<file path="config.mk">
export PLATFORM = sky130hd
export DESIGN_NAME = tcp_window_and_close_engine_core
export DESIGN_NICKNAME = d
export VERILOG_FILES = /design/src/rtl/tcpwc_pkg.sv /design/src/rtl/tcp_window_and_close_engine_core.sv
export SDC_FILE = /design/constraint.sdc
export NUM_CORES = 2
export LEC_CHECK = 0
export ABC_AREA = 1
export BUFFER_PORTS_ARGS = -buffer_cell sky130_fd_sc_hd__buf_4
export CORE_ASPECT_RATIO = 0.8
export CORE_MARGIN = 4
export CORE_UTILIZATION = 59
export CTS_BUF_LIST = sky130_fd_sc_hd__clkbuf_4
export DETAILED_ROUTE_END_ITERATION = 7
export GPL_TIMING_DRIVEN = 0
export PLACE_DENSITY_LB_ADDON = 0.12
export SYNTH_ARGS = -nofsm -noshare
export SYNTH_HDL_FRONTEND = slang
export SYNTH_SLANG_ARGS = --single-unit
</file>
<file path="constraint.sdc">
create_clock -name aclk -period 8.8 [get_ports aclk]
set_clock_uncertainty 0.05 [all_clocks]
set_input_delay 0.88 -clock aclk [delete_from_list [all_inputs] [get_ports aclk]]
set_output_delay 0.88 -clock aclk [all_outputs]
set_load 0.01 [all_outputs]
</file>
<file path="src/rtl/tcpwc_pkg.sv">
// Shared constants, codes and types for the TCP window and close engine.
package tcpwc_pkg;

    localparam int RECV_WINDOW = 3072;
    localparam int MAX_PAYLOAD = 536;
    localparam int TABLE_DEPTH = 8;
    localparam int IDX_W       = $clog2(TABLE_DEPTH);

    // request selector
    localparam logic [1:0] FUNC_SEND  = 2'd0;
    localparam logic [1:0] FUNC_SEG   = 2'd1;
    localparam logic [1:0] FUNC_CLOSE = 2'd2;

    // result kinds
    localparam logic [2:0] KIND_STATUS  = 3'd0;
    localparam logic [2:0] KIND_DATA    = 3'd1;
    localparam logic [2:0] KIND_ACK     = 3'd2;
    localparam logic [2:0] KIND_FIN     = 3'd3;
    localparam logic [2:0] KIND_DELIVER = 3'd4;

    // connection close states
    localparam logic [2:0] CS_ESTABLISHED = 3'd0;
    localparam logic [2:0] CS_FIN_WAIT_1  = 3'd1;
    localparam logic [2:0] CS_FIN_WAIT_2  = 3'd2;
    localparam logic [2:0] CS_CLOSE_WAIT  = 3'd3;
    localparam logic [2:0] CS_LAST_ACK    = 3'd4;
    localparam logic [2:0] CS_CLOSING     = 3'd5;

    // configuration register indexes
    localparam logic [1:0] REG_SEND_WINDOW = 2'd0;
    localparam logic [1:0] REG_LOCAL_SEQ   = 2'd1;
    localparam logic [1:0] REG_REMOTE_SEQ  = 2'd2;

    // one table entry: start and length
    typedef struct packed {
        logic [31:0] seq;
        logic [9:0]  len;
    } entry_t;

endpackage

</file>
<file path="src/rtl/tcp_window_and_close_engine_core.sv">
// Top level: sequenced window, retire, reassembly and close engine.
// A send passes through ST_SEND; a close, FIN or status result goes straight to ST_LAST; an ACK
// runs a min search over the in-flight table plus a check per retired entry; data runs the
// window test, a table scan, a store and a delivery scan that restarts after each delivery.
// One item at a time; s_tready is high only while the sequencer is idle.
// aresetn (synchronous, active low) clears control state and both tables' valid bits.
module tcp_window_and_close_engine_core (
    input  logic        aclk,
    input  logic        aresetn,
    input  logic        s_tvalid,
    output logic        s_tready,
    // seg_seq[31:0], seg_ack[63:32], seg_len[73:64], seg_fin[74],
    // seg_ackflag[75], app_avail[91:76], zero pad
    input  logic [95:0] s_tdata,
    // func[1:0]
    input  logic [1:0]  s_tuser,
    output logic        m_tvalid,
    input  logic        m_tready,
    // out_seq[31:0], out_ack[63:32], out_len[73:64], conn_state[76:74],
    // closed[77], dropped[78], zero pad
    output logic [79:0] m_tdata,
    // kind[2:0]
    output logic [2:0]  m_tuser,
    output logic        m_tlast,
    input  logic        cfg_valid,
    output logic        cfg_ready,
    input  logic [1:0]  cfg_index,
    input  logic [31:0] cfg_data
);

    localparam int IW = tcpwc_pkg::IDX_W;

    typedef enum logic [8:0] {
        ST_IDLE  = 9'b000000001,
        ST_SEND  = 9'b000000010,
        ST_RMIN  = 9'b000000100,
        ST_RCHK  = 9'b000001000,
        ST_DCLS  = 9'b000010000,
        ST_DSCAN = 9'b000100000,
        ST_DSTOR = 9'b001000000,
        ST_DDLV  = 9'b010000000,
        ST_LAST  = 9'b100000000
    } state_t;

    state_t state_reg;

    // configuration and connection state
    logic [11:0] send_window_reg;
    logic [31:0] send_next_reg, send_unacked_reg, recv_next_reg;
    logic [2:0]  close_state_reg;
    logic        finished_reg, dropped_reg;

    // tables
    logic              fl_valid_reg [tcpwc_pkg::TABLE_DEPTH];
    tcpwc_pkg::entry_t fl_reg       [tcpwc_pkg::TABLE_DEPTH];
    logic              ra_valid_reg [tcpwc_pkg::TABLE_DEPTH];
    tcpwc_pkg::entry_t ra_reg       [tcpwc_pkg::TABLE_DEPTH];

    // latched item
    logic [31:0] seg_seq_reg, seg_ack_reg;
    logic [9:0]  seg_len_reg;
    logic [15:0] app_avail_reg;

    // sequencer working registers
    logic [IW-1:0] idx_reg, best_reg, slot_reg;
    logic          best_found_reg, slot_found_reg, dup_reg;
    logic [31:0]   best_off_reg;
    logic [31:0]   st_seq_reg;
    logic [9:0]    st_len_reg;
    logic [2:0]    pend_kind_reg;
    logic [31:0]   pend_seq_reg;
    logic [9:0]    pend_len_reg;

    // output register
    logic        m_valid_reg, m_last_reg;
    logic [2:0]  m_kind_reg;
    logic [31:0] m_seq_reg, m_ack_reg;
    logic [9:0]  m_len_reg;
    logic [2:0]  m_cs_reg;
    logic        m_closed_reg, m_drop_reg;

    logic accept, can_emit;
    assign s_tready  = (state_reg == ST_IDLE);
    assign accept    = s_tvalid && s_tready;
    assign cfg_ready = 1'b1;
    assign can_emit  = !m_valid_reg || m_tready;

    // input unpack
    logic [31:0] in_seq, in_ack;
    logic [9:0]  in_len;
    logic        in_fin, in_ackflag;
    logic [15:0] in_avail;
    assign in_seq     = s_tdata[31:0];
    assign in_ack     = s_tdata[63:32];
    assign in_len     = s_tdata[73:64];
    assign in_fin     = s_tdata[74];
    assign in_ackflag = s_tdata[75];
    assign in_avail   = s_tdata[91:76];

    // send length: offered bytes capped by payload size and free window
    logic [31:0] inflight;
    logic [11:0] free_win;
    logic [15:0] n_cap;
    logic [9:0]  send_len;
    always_comb begin
        inflight = send_next_reg - send_unacked_reg;
        free_win = (inflight >= {20'd0, send_window_reg}) ? 12'd0
                 : send_window_reg - inflight[11:0];
        n_cap = (app_avail_reg > 16'(tcpwc_pkg::MAX_PAYLOAD))
              ? 16'(tcpwc_pkg::MAX_PAYLOAD) : app_avail_reg;
        if (n_cap > {4'd0, free_win}) begin
            n_cap = {4'd0, free_win};
        end
        send_len = n_cap[9:0];
    end

    // first free in-flight slot
    logic          fl_free_found;
    logic [IW-1:0] fl_free_idx;
    always_comb begin
        fl_free_found = 1'b0;
        fl_free_idx   = '0;
        for (int i = tcpwc_pkg::TABLE_DEPTH - 1; i >= 0; i--) begin
            if (!fl_valid_reg[i]) begin
                fl_free_found = 1'b1;
                fl_free_idx   = IW'(i);
            end
        end
    end

    // shared compare path for the in-flight table search and retire check
    logic [31:0] fl_off, fl_end, ack_off, end_off;
    assign fl_off  = fl_reg[idx_reg].seq - send_unacked_reg;
    assign fl_end  = fl_reg[best_reg].seq + {22'd0, fl_reg[best_reg].len};
    assign ack_off = seg_ack_reg - send_unacked_reg;
    assign end_off = fl_end - send_unacked_reg;

    // receive window classification
    logic signed [32:0] d_s, dl_s;
    logic               out_win;
    always_comb begin
        d_s     = 33'(signed'(seg_seq_reg - recv_next_reg));
        dl_s    = d_s + 33'(signed'({1'b0, seg_len_reg}));
        out_win = (d_s >= 33'(tcpwc_pkg::RECV_WINDOW)) || (dl_s <= 33'sd0);
    end

    logic last_idx;
    assign last_idx = (idx_reg == IW'(tcpwc_pkg::TABLE_DEPTH - 1));

    // sequencer
    always_ff @(posedge aclk) begin
        if (!aresetn) begin
            state_reg        <= ST_IDLE;
            send_window_reg  <= 12'(tcpwc_pkg::RECV_WINDOW);
            send_next_reg    <= 32'd1;
            send_unacked_reg <= 32'd1;
            recv_next_reg    <= 32'd1;
            close_state_reg  <= tcpwc_pkg::CS_ESTABLISHED;
            finished_reg     <= 1'b0;
            dropped_reg      <= 1'b0;
            m_valid_reg      <= 1'b0;
            for (int i = 0; i < tcpwc_pkg::TABLE_DEPTH; i++) begin
                fl_valid_reg[i] <= 1'b0;
                ra_valid_reg[i] <= 1'b0;
            end
        end else begin
            if (m_valid_reg && m_tready) begin
                m_valid_reg <= 1'b0;
            end

            // configuration writes
            if (cfg_valid) begin
                case (cfg_index)
                    tcpwc_pkg::REG_SEND_WINDOW: send_window_reg <= cfg_data[11:0];
                    tcpwc_pkg::REG_LOCAL_SEQ: begin
                        send_next_reg    <= cfg_data;
                        send_unacked_reg <= cfg_data;
                    end
                    tcpwc_pkg::REG_REMOTE_SEQ: recv_next_reg <= cfg_data;
                    default: ;
                endcase
            end

            case (state_reg)
                ST_IDLE: begin
                    if (accept) begin
                        seg_seq_reg    <= in_seq;
                        seg_ack_reg    <= in_ack;
                        seg_len_reg    <= in_len;
                        app_avail_reg  <= in_avail;
                        dropped_reg    <= 1'b0;
                        pend_kind_reg  <= tcpwc_pkg::KIND_STATUS;
                        pend_seq_reg   <= send_next_reg;
                        pend_len_reg   <= '0;
                        idx_reg        <= '0;
                        best_found_reg <= 1'b0;
                        slot_found_reg <= 1'b0;
                        dup_reg        <= 1'b0;
                        state_reg      <= ST_LAST;
                        if (!finished_reg) begin
                            case (s_tuser)
                                tcpwc_pkg::FUNC_SEND: state_reg <= ST_SEND;
                                tcpwc_pkg::FUNC_SEG: begin
                                    if (in_fin) begin
                                        case (close_state_reg)
                                            tcpwc_pkg::CS_FIN_WAIT_1: begin
                                                pend_kind_reg   <= tcpwc_pkg::KIND_ACK;
                                                close_state_reg <= tcpwc_pkg::CS_CLOSING;
                                            end
                                            tcpwc_pkg::CS_FIN_WAIT_2: begin
                                                pend_kind_reg <= tcpwc_pkg::KIND_ACK;
                                                finished_reg  <= 1'b1;
                                            end
                                            tcpwc_pkg::CS_ESTABLISHED: begin
                                                pend_kind_reg   <= tcpwc_pkg::KIND_ACK;
                                                close_state_reg <= tcpwc_pkg::CS_CLOSE_WAIT;
                                            end
                                            default: ;
                                        endcase
                                    end else if (in_ackflag) begin
                                        if (close_state_reg == tcpwc_pkg::CS_FIN_WAIT_1) begin
                                            close_state_reg <= tcpwc_pkg::CS_FIN_WAIT_2;
                                        end else if (close_state_reg == tcpwc_pkg::CS_CLOSING
                                                  || close_state_reg == tcpwc_pkg::CS_LAST_ACK) begin
                                            finished_reg <= 1'b1;
                                        end
                                        // ack outside unacked..next retires nothing
                                        if ((in_ack - send_unacked_reg)
                                            <= (send_next_reg - send_unacked_reg)) begin
                                            state_reg <= ST_RMIN;
                                        end
                                    end else if (in_len != 10'd0) begin
                                        state_reg <= ST_DCLS;
                                    end
                                end
                                tcpwc_pkg::FUNC_CLOSE: begin
                                    if (close_state_reg == tcpwc_pkg::CS_ESTABLISHED) begin
                                        pend_kind_reg   <= tcpwc_pkg::KIND_FIN;
                                        close_state_reg <= tcpwc_pkg::CS_FIN_WAIT_1;
                                    end else if (close_state_reg == tcpwc_pkg::CS_CLOSE_WAIT) begin
                                        pend_kind_reg   <= tcpwc_pkg::KIND_FIN;
                                        close_state_reg <= tcpwc_pkg::CS_LAST_ACK;
                                    end
                                end
                                default: ;
                            endcase
                        end
                    end
                end

                // record and emit a data header
                ST_SEND: begin
                    if (send_len != 10'd0) begin
                        if (!fl_free_found) begin
                            dropped_reg <= 1'b1;
                        end else begin
                            fl_valid_reg[fl_free_idx] <= 1'b1;
                            fl_reg[fl_free_idx].seq   <= send_next_reg;
                            fl_reg[fl_free_idx].len   <= send_len;
                            pend_kind_reg             <= tcpwc_pkg::KIND_DATA;
                            pend_len_reg              <= send_len;
                            send_next_reg             <= send_next_reg + {22'd0, send_len};
                        end
                    end
                    state_reg <= ST_LAST;
                end

                // find the oldest in-flight entry
                ST_RMIN: begin
                    if (fl_valid_reg[idx_reg]
                        && (!best_found_reg || fl_off < best_off_reg)) begin
                        best_found_reg <= 1'b1;
                        best_reg       <= idx_reg;
                        best_off_reg   <= fl_off;
                    end
                    idx_reg <= idx_reg + 1'b1;
                    if (last_idx) begin
                        state_reg <= ST_RCHK;
                    end
                end

                // retire it if fully acknowledged, then search again
                ST_RCHK: begin
                    idx_reg        <= '0;
                    best_found_reg <= 1'b0;
                    if (!best_found_reg || end_off > ack_off) begin
                        state_reg <= ST_LAST;
                    end else begin
                        send_unacked_reg       <= fl_end;
                        fl_valid_reg[best_reg] <= 1'b0;
                        state_reg              <= ST_RMIN;
                    end
                end

                // window test and trim
                ST_DCLS: begin
                    pend_kind_reg <= tcpwc_pkg::KIND_ACK;
                    if (out_win) begin
                        state_reg <= ST_LAST;
                    end else begin
                        if (d_s < 33'sd0) begin
                            st_seq_reg <= recv_next_reg;
                            st_len_reg <= dl_s[9:0];
                        end else begin
                            st_seq_reg <= seg_seq_reg;
                            st_len_reg <= (dl_s <= 33'(tcpwc_pkg::RECV_WINDOW)) ? seg_len_reg
                                        : 10'(33'(tcpwc_pkg::RECV_WINDOW) - d_s);
                        end
                        state_reg <= ST_DSCAN;
                    end
                end

                // duplicate check and free slot search
                ST_DSCAN: begin
                    if (ra_valid_reg[idx_reg] && ra_reg[idx_reg].seq == st_seq_reg) begin
                        dup_reg <= 1'b1;
                    end
                    if (!ra_valid_reg[idx_reg] && !slot_found_reg) begin
                        slot_found_reg <= 1'b1;
                        slot_reg       <= idx_reg;
                    end
                    idx_reg <= idx_reg + 1'b1;
                    if (last_idx) begin
                        state_reg <= ST_DSTOR;
                    end
                end

                ST_DSTOR: begin
                    if (!dup_reg) begin
                        if (!slot_found_reg) begin
                            dropped_reg <= 1'b1;
                        end else begin
                            ra_valid_reg[slot_reg] <= 1'b1;
                            ra_reg[slot_reg].seq   <= st_seq_reg;
                            ra_reg[slot_reg].len   <= st_len_reg;
                        end
                    end
                    idx_reg   <= '0;
                    state_reg <= ST_DDLV;
                end

                // deliver in-order entries, lowest index first
                ST_DDLV: begin
                    if (ra_valid_reg[idx_reg] && ra_reg[idx_reg].seq == recv_next_reg) begin
                        if (can_emit) begin
                            m_valid_reg           <= 1'b1;
                            m_last_reg            <= 1'b0;
                            m_kind_reg            <= tcpwc_pkg::KIND_DELIVER;
                            m_seq_reg             <= ra_reg[idx_reg].seq;
                            m_ack_reg             <= recv_next_reg
                                                   + {22'd0, ra_reg[idx_reg].len};
                            m_len_reg             <= ra_reg[idx_reg].len;
                            m_cs_reg              <= close_state_reg;
                            m_closed_reg          <= finished_reg;
                            m_drop_reg            <= dropped_reg;
                            ra_valid_reg[idx_reg] <= 1'b0;
                            recv_next_reg         <= recv_next_reg
                                                   + {22'd0, ra_reg[idx_reg].len};
                            idx_reg               <= '0;
                        end
                    end else begin
                        idx_reg <= idx_reg + 1'b1;
                        if (last_idx) begin
                            pend_seq_reg <= send_next_reg;
                            state_reg    <= ST_LAST;
                        end
                    end
                end

                // final result of the item
                ST_LAST: begin
                    if (can_emit) begin
                        m_valid_reg  <= 1'b1;
                        m_last_reg   <= 1'b1;
                        m_kind_reg   <= pend_kind_reg;
                        m_seq_reg    <= pend_seq_reg;
                        m_ack_reg    <= recv_next_reg;
                        m_len_reg    <= pend_len_reg;
                        m_cs_reg     <= close_state_reg;
                        m_closed_reg <= finished_reg;
                        m_drop_reg   <= dropped_reg;
                        state_reg    <= ST_IDLE;
                    end
                end

                default: state_reg <= ST_IDLE;
            endcase
        end
    end

    assign m_tvalid = m_valid_reg;
    assign m_tuser  = m_kind_reg;
    assign m_tlast  = m_last_reg;
    assign m_tdata  = {1'b0, m_drop_reg, m_closed_reg, m_cs_reg,
                       m_len_reg, m_ack_reg, m_seq_reg};

    // a finished connection stays finished
    assert property (@(posedge aclk) disable iff (!aresetn)
        finished_reg |=> finished_reg)
        else $error("finished flag cleared");

    // no new item while one is in work
    assert property (@(posedge aclk) disable iff (!aresetn)
        accept |=> !s_tready)
        else $error("ready right after accept");

    // a delivery is never the final result of an item
    assert property (@(posedge aclk) disable iff (!aresetn)
        (m_valid_reg && m_kind_reg == tcpwc_pkg::KIND_DELIVER) |-> !m_last_reg)
        else $error("delivery marked last");

    // retiring an entry moves the unacknowledged edge to that entry's end
    assert property (@(posedge aclk) disable iff (!aresetn)
        (state_reg == ST_RCHK && best_found_reg && end_off <= ack_off)
        |=> (send_unacked_reg == $past(fl_end)))
        else $error("retire did not advance send_unacked");

endmodule

</file>
# Word-level counts from Yosys, hierarchy flattened
# Memory sizes are Yosys's and may differ from the RTL's. A register that Yosys moved wholly into a read port is not among the register bits.
# Index checks and enable logic that the tools add are counted.
# word_totals
ramBits,688
out_inout_bits,87
register_bits,427
n_memories,4
# mem_list
memory,words,width,read_ports,rd_ports_with_merged_regs,write_ports,line,rtl
fl_reg,8,42,2,2,1,tcp_window_and_close_engine_core.sv:55,tcpwc_pkg::entry_t fl_reg [tcpwc_pkg::TABLE_DEPTH];
ra_reg,8,42,1,1,1,tcp_window_and_close_engine_core.sv:57,tcpwc_pkg::entry_t ra_reg [tcpwc_pkg::TABLE_DEPTH];
fl_valid_reg,8,1,9,1,8,tcp_window_and_close_engine_core.sv:54,logic fl_valid_reg [tcpwc_pkg::TABLE_DEPTH];
ra_valid_reg,8,1,1,1,8,tcp_window_and_close_engine_core.sv:56,logic ra_valid_reg [tcpwc_pkg::TABLE_DEPTH];
# op_classes
eq_ne,42
n_mux,169
n_reduce_logical,54
order_cmp,10
n_addsub,13
bitwise,2
# ops
op,count
2-to-1 mux 32 bit,24
case mux 32 bit (2 select lines),3
subtractor 32 bit,6
2-to-1 mux 9 bit,13
2-to-1 mux 3 bit,33
adder 32 x 10 -> 32 bit,3
2-to-1 mux 10 bit,9
case mux 9 bit (9 select lines),1
== test 32 bit,2
2-to-1 mux 1 bit,61
case mux 10 bit (2 select lines),2
adder 32 x 11 -> 33 bit,1
less-or-equal comparator 33 x 1 -> 1 bit (second input constant),1
less-or-equal comparator 33 x 13 -> 1 bit (second input constant),1
>= comparator 32 x 12 -> 1 bit,1
>= comparator 32 x 13 -> 1 bit (second input constant),1
> comparator 32 bit,1
less-or-equal comparator 32 bit,1
less-than comparator 32 x 1 -> 1 bit (second input constant),1
less-than comparator 32 bit,1
!= test 2 bit (second input constant),15
case mux 3 bit (2 select lines),4
AND reduction 5 bit,4
nonzero test 10 bit,2
other kinds (47),99

# Longest topological paths before layout
# An unclocked memory read counts as a cell.
# logic_depth
ltp_word,17
ltp_mapped,58

# Least setup slack after synthesis
# OpenSTA, ideal clock, no wires.
# synth_timing
path_kind,reg-to-reg
start,reg send_unacked_reg[1]
end,mem fl_reg[4][0] (netlist name) (enable)
setup_time_ps,493
n_path_buf,2
required_time_ps,8257
path_slack_ps,298
path_stages_with_launch,39
t_arrival_ps,7959
path_cell_list,dfxtp_1 inv_1 ha_1 nand2_1 nor2_1 nand2_1 nand3_1 nand2_1 nand2_1 xor2_1 ha_1 a21oi_1 nor2_1 a211oi_1 nand3_1 nor2_1 nand3_1 nor2_4 [... 3 more ...] nand2_1 ha_1 nand2_1 nor2_1 nand2_1 o211ai_1 nand2_1 o211ai_1 nand2_1 inv_1 buf_1 nand4_1 nand2_1 nor2_1 nand3_2 buf_6 nand4_1 nor3_1
# synth_between
elab_chain_cells,10
elab_cells_between_ends,11
classes_between,add/sub: 2; order compare: 2; mux: 6; reduce/logical: 1
# synth_rtl
element,line,rtl
"start, declared",tcp_window_and_close_engine_core.sv:49,"logic [31:0] send_next_reg, send_unacked_reg, recv_next_reg;"
"start signal, assigned",tcp_window_and_close_engine_core.sv:177,send_unacked_reg <= cfg_data;
"start signal, assigned",tcp_window_and_close_engine_core.sv:289,send_unacked_reg <= fl_end;
subtractor 32 bit (*),tcp_window_and_close_engine_core.sv:106,inflight = send_next_reg - send_unacked_reg;
>= comparator 32 x 12 -> 1 bit / subtractor 12 bit (equally long branches),"tcp_window_and_close_engine_core.sv:107, tcp_window_and_close_engine_core.sv:108",
2-to-1 mux 12 bit (*),tcp_window_and_close_engine_core.sv:107,"free_win = (inflight >= {20'd0, send_window_reg}) ? 12'd0"
> comparator 16 x 12 -> 1 bit,tcp_window_and_close_engine_core.sv:111,"if (n_cap > {4'd0, free_win}) begin"
2-to-1 mux 10 bit (*),tcp_window_and_close_engine_core.sv:111,
named net n_cap[9],tcp_window_and_close_engine_core.sv:103,logic [15:0] n_cap;
nonzero test 10 bit (*),tcp_window_and_close_engine_core.sv:253,if (send_len != 10'd0) begin
2-to-1 mux 1 bit (*),tcp_window_and_close_engine_core.sv:253,
2-to-1 mux 1 bit (*),tcp_window_and_close_engine_core.sv:184,case (state_reg)
2-to-1 mux 1 bit (*),tcp_window_and_close_engine_core.sv:152,if (!aresetn) begin
2-to-1 mux 1 bit (implied by the code) (*),tcp_window_and_close_engine_core.sv:259,fl_reg[fl_free_idx].len <= send_len;
"end, declared",tcp_window_and_close_engine_core.sv:55,
# Mark *: on every way through the listed nets, which the timed path passes. The rest lies on a longest branch.

==> metrics.log <==
[metrics] result of the run: finished with violations
[metrics] violated checks: design-rule violations
[metrics] crit path launch type: register
[metrics] category of the most critical setup path: register to register
[metrics] Clock Root Buffer: sky130_fd_sc_hd__clkbuf_4
[metrics] Power Total: 19.35 mW
[metrics] ratio of final minimum period to clock period: 97.47%
[metrics] top fanout value on the critical path: 10
[metrics] die width: 381.0 microns
[metrics] global route total overflow: 0
[metrics] Starting Density: 59.46%
[metrics] Tightest Hold Check Type: input pin to register
[metrics] # IOs: 224
[metrics] largest net degree at the start of global routing: 37
[metrics] final hold violation count: 0
[metrics] drt via density: 6.198
[metrics] area post-placement: 70120 sq um
[metrics] number of DRC violations after detailed-routing iteration 0: 10293
[metrics] filler cell count: 8765
[metrics] clock buffer count from CTS: 297
[metrics] vertical extent of the die: 306.4 microns
[metrics] post-synthesis cell type count: 63
[metrics] via count of the first global-routing pass: 57428
[metrics] global placer's final weighted congestion: 1.001
[metrics] 1st-pass router iterations: 8
[metrics] max-slew violation count: 0
[metrics] Yosys warnings: 0
[metrics] input/output buffers: 217
[metrics] die footprint: 116800 sq um
[metrics] share of the yosys chip area belonging to registers: 49.00%
[metrics] capturing element type of the critical path: register
[metrics] most instantiated flip-flop cell in the synthesis netlist: sky130_fd_sc_hd__edfxtp_1
[metrics] critical path arrival: 9.76 ns
[metrics] actual transition at the worst max-transition pin: 1.432 ns
[metrics] initial antenna violation count: 23
[metrics] standby leakage power: 31.96 nW
[metrics] Area growth, synth to finish: 16.88%
[metrics] total standard cell area after synthesis: 65680 sq um
[metrics] Yosys reg bits: 1120
[metrics] # setup viols final: 0
[metrics] final routed wire length divided by cell count: 25.63 microns
[metrics] Crit path required time: 9.98 ns
[metrics] Post-DP HPWL: 193.9 mm
[metrics] worst vdd rail ir drop: 0.2132 mV
[metrics] count of flip-flops with a built-in enable after synthesis: 975
[metrics] leading cell types by total area after synthesis: sky130_fd_sc_hd__edfxtp_1, sky130_fd_sc_hd__nand2_1, sky130_fd_sc_hd__ha_1
[metrics] clk sink count: 1120
[metrics] detailed-route DRC error count: 8
[metrics] Period minus WS final: 8.578 ns
[metrics] Async S/R FF share, synth: 0%
[metrics] vias after detailed routing: 62202
[metrics] first-pass GRT wire length: 367.7 mm
[metrics] synthesized instance count: 7642
[metrics] achievable frequency: 0.1166 GHz
[metrics] Post-Route Utilization: 69.49%
[metrics] standard cell with the maximum stage delay on the critical path: sky130_fd_sc_hd__xor2_2
[metrics] relative slew slack: 3.769%
[metrics] Mean Syn Cell Area: 8.595 sq um
[metrics] Yosys top cell by area: sky130_fd_sc_hd__edfxtp_1
[metrics] largest buffer count on any clock path: 4
[metrics] Max-cap violations: 0
[metrics] layout cell share with drive strength beyond 1: 14.23%
[metrics] count of antenna-violating nets left after detailed routing: 0
[metrics] Final Routed Wirelength: 257.3 mm
[metrics] portion of synthesized cell area occupied by the leading cell type: 44.58%
[metrics] area of the core: 110500 sq um
[metrics] CP most frequent cell: sky130_fd_sc_hd__nand2_1
[metrics] GRT Resource Usage Total: 42.78%
[metrics] row count: 109
[metrics] power per standard cell area: 252.0 nW/um^2
[metrics] worst skew pair latency: 1.33 ns
[metrics] CTS tree: done
[metrics] clock slew at the register clock pins of the worst setup and hold paths: 0.08 ns
[metrics] nets: 8913
[metrics] H-tree levels: 5
[metrics] CP max stage delay: 0.32 ns
[metrics] final design instance area without fill: 76770 sq um
==> kinds of logic (layout without fill, tap and decap cells) <==
kind of cell / after synthesis / count (layout) / synth area share (%)
AO/OA/AOI/OAI: 1769 / 1769 / 14.82
buffers and inverters: 1179 / 2113 / 7.046
adder cells (fa/ha/maj): 373 / 373 / 7.231
XOR/XNOR: 276 / 276 / 3.680
other: 2 / 19 / 0.01143
flip-flops: 1120 / 1120 / 49.00
AND/OR/NAND/NOR: 2923 / 2923 / 18.22
==> worst paths after layout <==
check                                              from                      endpoint  slack [ns]  cells after the start
worst max-delay path                           register       fl_valid_reg[4]$_DFF_P_        0.22                     51
worst min-delay path                       cfg_data[13]  recv_next_reg[13]$_SDFF_PN0_        0.08                      3
worst min register to register  ra_valid_reg[0]$_DFF_P_       ra_valid_reg[0]$_DFF_P_        0.43                      2
worst max register to register                 register       fl_valid_reg[4]$_DFF_P_        0.22                     51
==> critical path: cells and delay by family (launching register included) <==
kind	cells	cell delay, ns
simple gates	19	2.44
xor+xnor	2	0.48
flops	1	0.31
fa+ha+maj	3	0.85
compound gates	17	2.85
buf+inv	10	1.44
==> metal layers <==
layer | part of all wire [%] | wire length [microns] | track usage [%]
met1 | 38 | 98900 | 60.56
met2 | 39 | 99850 | 57.66
met3 | 18 | 45420 | 17.20
met4 | 5.0 | 12940 | 18.88
met5 | 0.058 | 148 | 0
==> through the flow <==
step           worst slack, ns  std cells   TNS, ns  hold WS, ns
6_report                0.2224      10036         0      0.07770
5_1_grt               -0.04903      10030   -0.2792      0.02430
4_1_cts               0.006765       9988         0     0.003932
3_5_place_dp            -4.209       9365   -220.06       0.4243
3_3_place_gp            -5.016       9304  -1769.89       0.4093
2_1_floorplan           0.2976       7644         0       0.3582
==> layout make-up <==
class	instances	area [sq um]	share of cell area, %
Tap cell	1443	1805	2.352
Inverter	907	3452	4.497
Antenna cell	15	37.54	0.04889
Buffer	262	1580	2.058
Clock inverter	57	256.5	0.3341
Sequential cell	1120	32210	41.96
Multi-Input combinational cell	5345	30050	39.15
Clock buffer	417	3131	4.078
Timing Repair Buffer	470	4245	5.530
==> cell usage in the layout (no fill, tap or decap), types with 65 or more instances in the layout <==
| master | instances |
|---|---|
| sky130_fd_sc_hd__clkbuf_4 | 428 |
| sky130_fd_sc_hd__buf_4 | 319 |
| sky130_fd_sc_hd__nand4_1 | 93 |
| sky130_fd_sc_hd__ha_1 | 343 |
| sky130_fd_sc_hd__edfxtp_1 | 975 |
| sky130_fd_sc_hd__clkbuf_1 | 112 |
| sky130_fd_sc_hd__nand3_1 | 221 |
| sky130_fd_sc_hd__xor2_1 | 191 |
| sky130_fd_sc_hd__inv_1 | 856 |
| sky130_fd_sc_hd__nor3_1 | 73 |
| sky130_fd_sc_hd__dlygate4sd3_1 | 109 |
| sky130_fd_sc_hd__o21ai_0 | 865 |
| sky130_fd_sc_hd__nor2_1 | 860 |
| sky130_fd_sc_hd__nand2_1 | 1514 |
| sky130_fd_sc_hd__xnor2_1 | 65 |
| sky130_fd_sc_hd__dfxtp_1 | 132 |
| sky130_fd_sc_hd__o211ai_1 | 76 |
| sky130_fd_sc_hd__a21oi_1 | 475 |
==> synth_stat cells (all sizes together) (19+ instances only) <==
cell	count
ha	362
buf	95
a211oi	28
inv	897
nand2	1543
nand3	228
o21ai	928
nor4	21
edfxtp	975
a31oi	78
o21bai	19
o221ai	40
a21oi	501
clkbuf	177
nor2	904
nand4	95
xnor2	65
nor3	90
o22ai	25
dfxtp	145
xor2	211
o211ai	76
==> power breakdown <==
| part | leakage [nW] | internal, mW | switching [mW] |
|---|---|---|---|
| clock network | 2.06 | 2.19 | 2.22 |
| logic | 19.8 | 2.55 | 6.01 |
| registers | 10.1 | 6.18 | 0.199 |
| total | 32.0 | 10.9 | 8.43 |
==> what timing repair did <==
action / CTS / global route
pin swaps: 36 / 50
hold buffers: 109 / 0
gates resized for setup: 253 / 168
setup endpoints to repair: 254 / 249
buffers inserted: 44 / 36
gates cloned: 2 / 0
hold endpoints to repair: 114 / 0
Note: power is estimated with default switching activity, not from simulation.
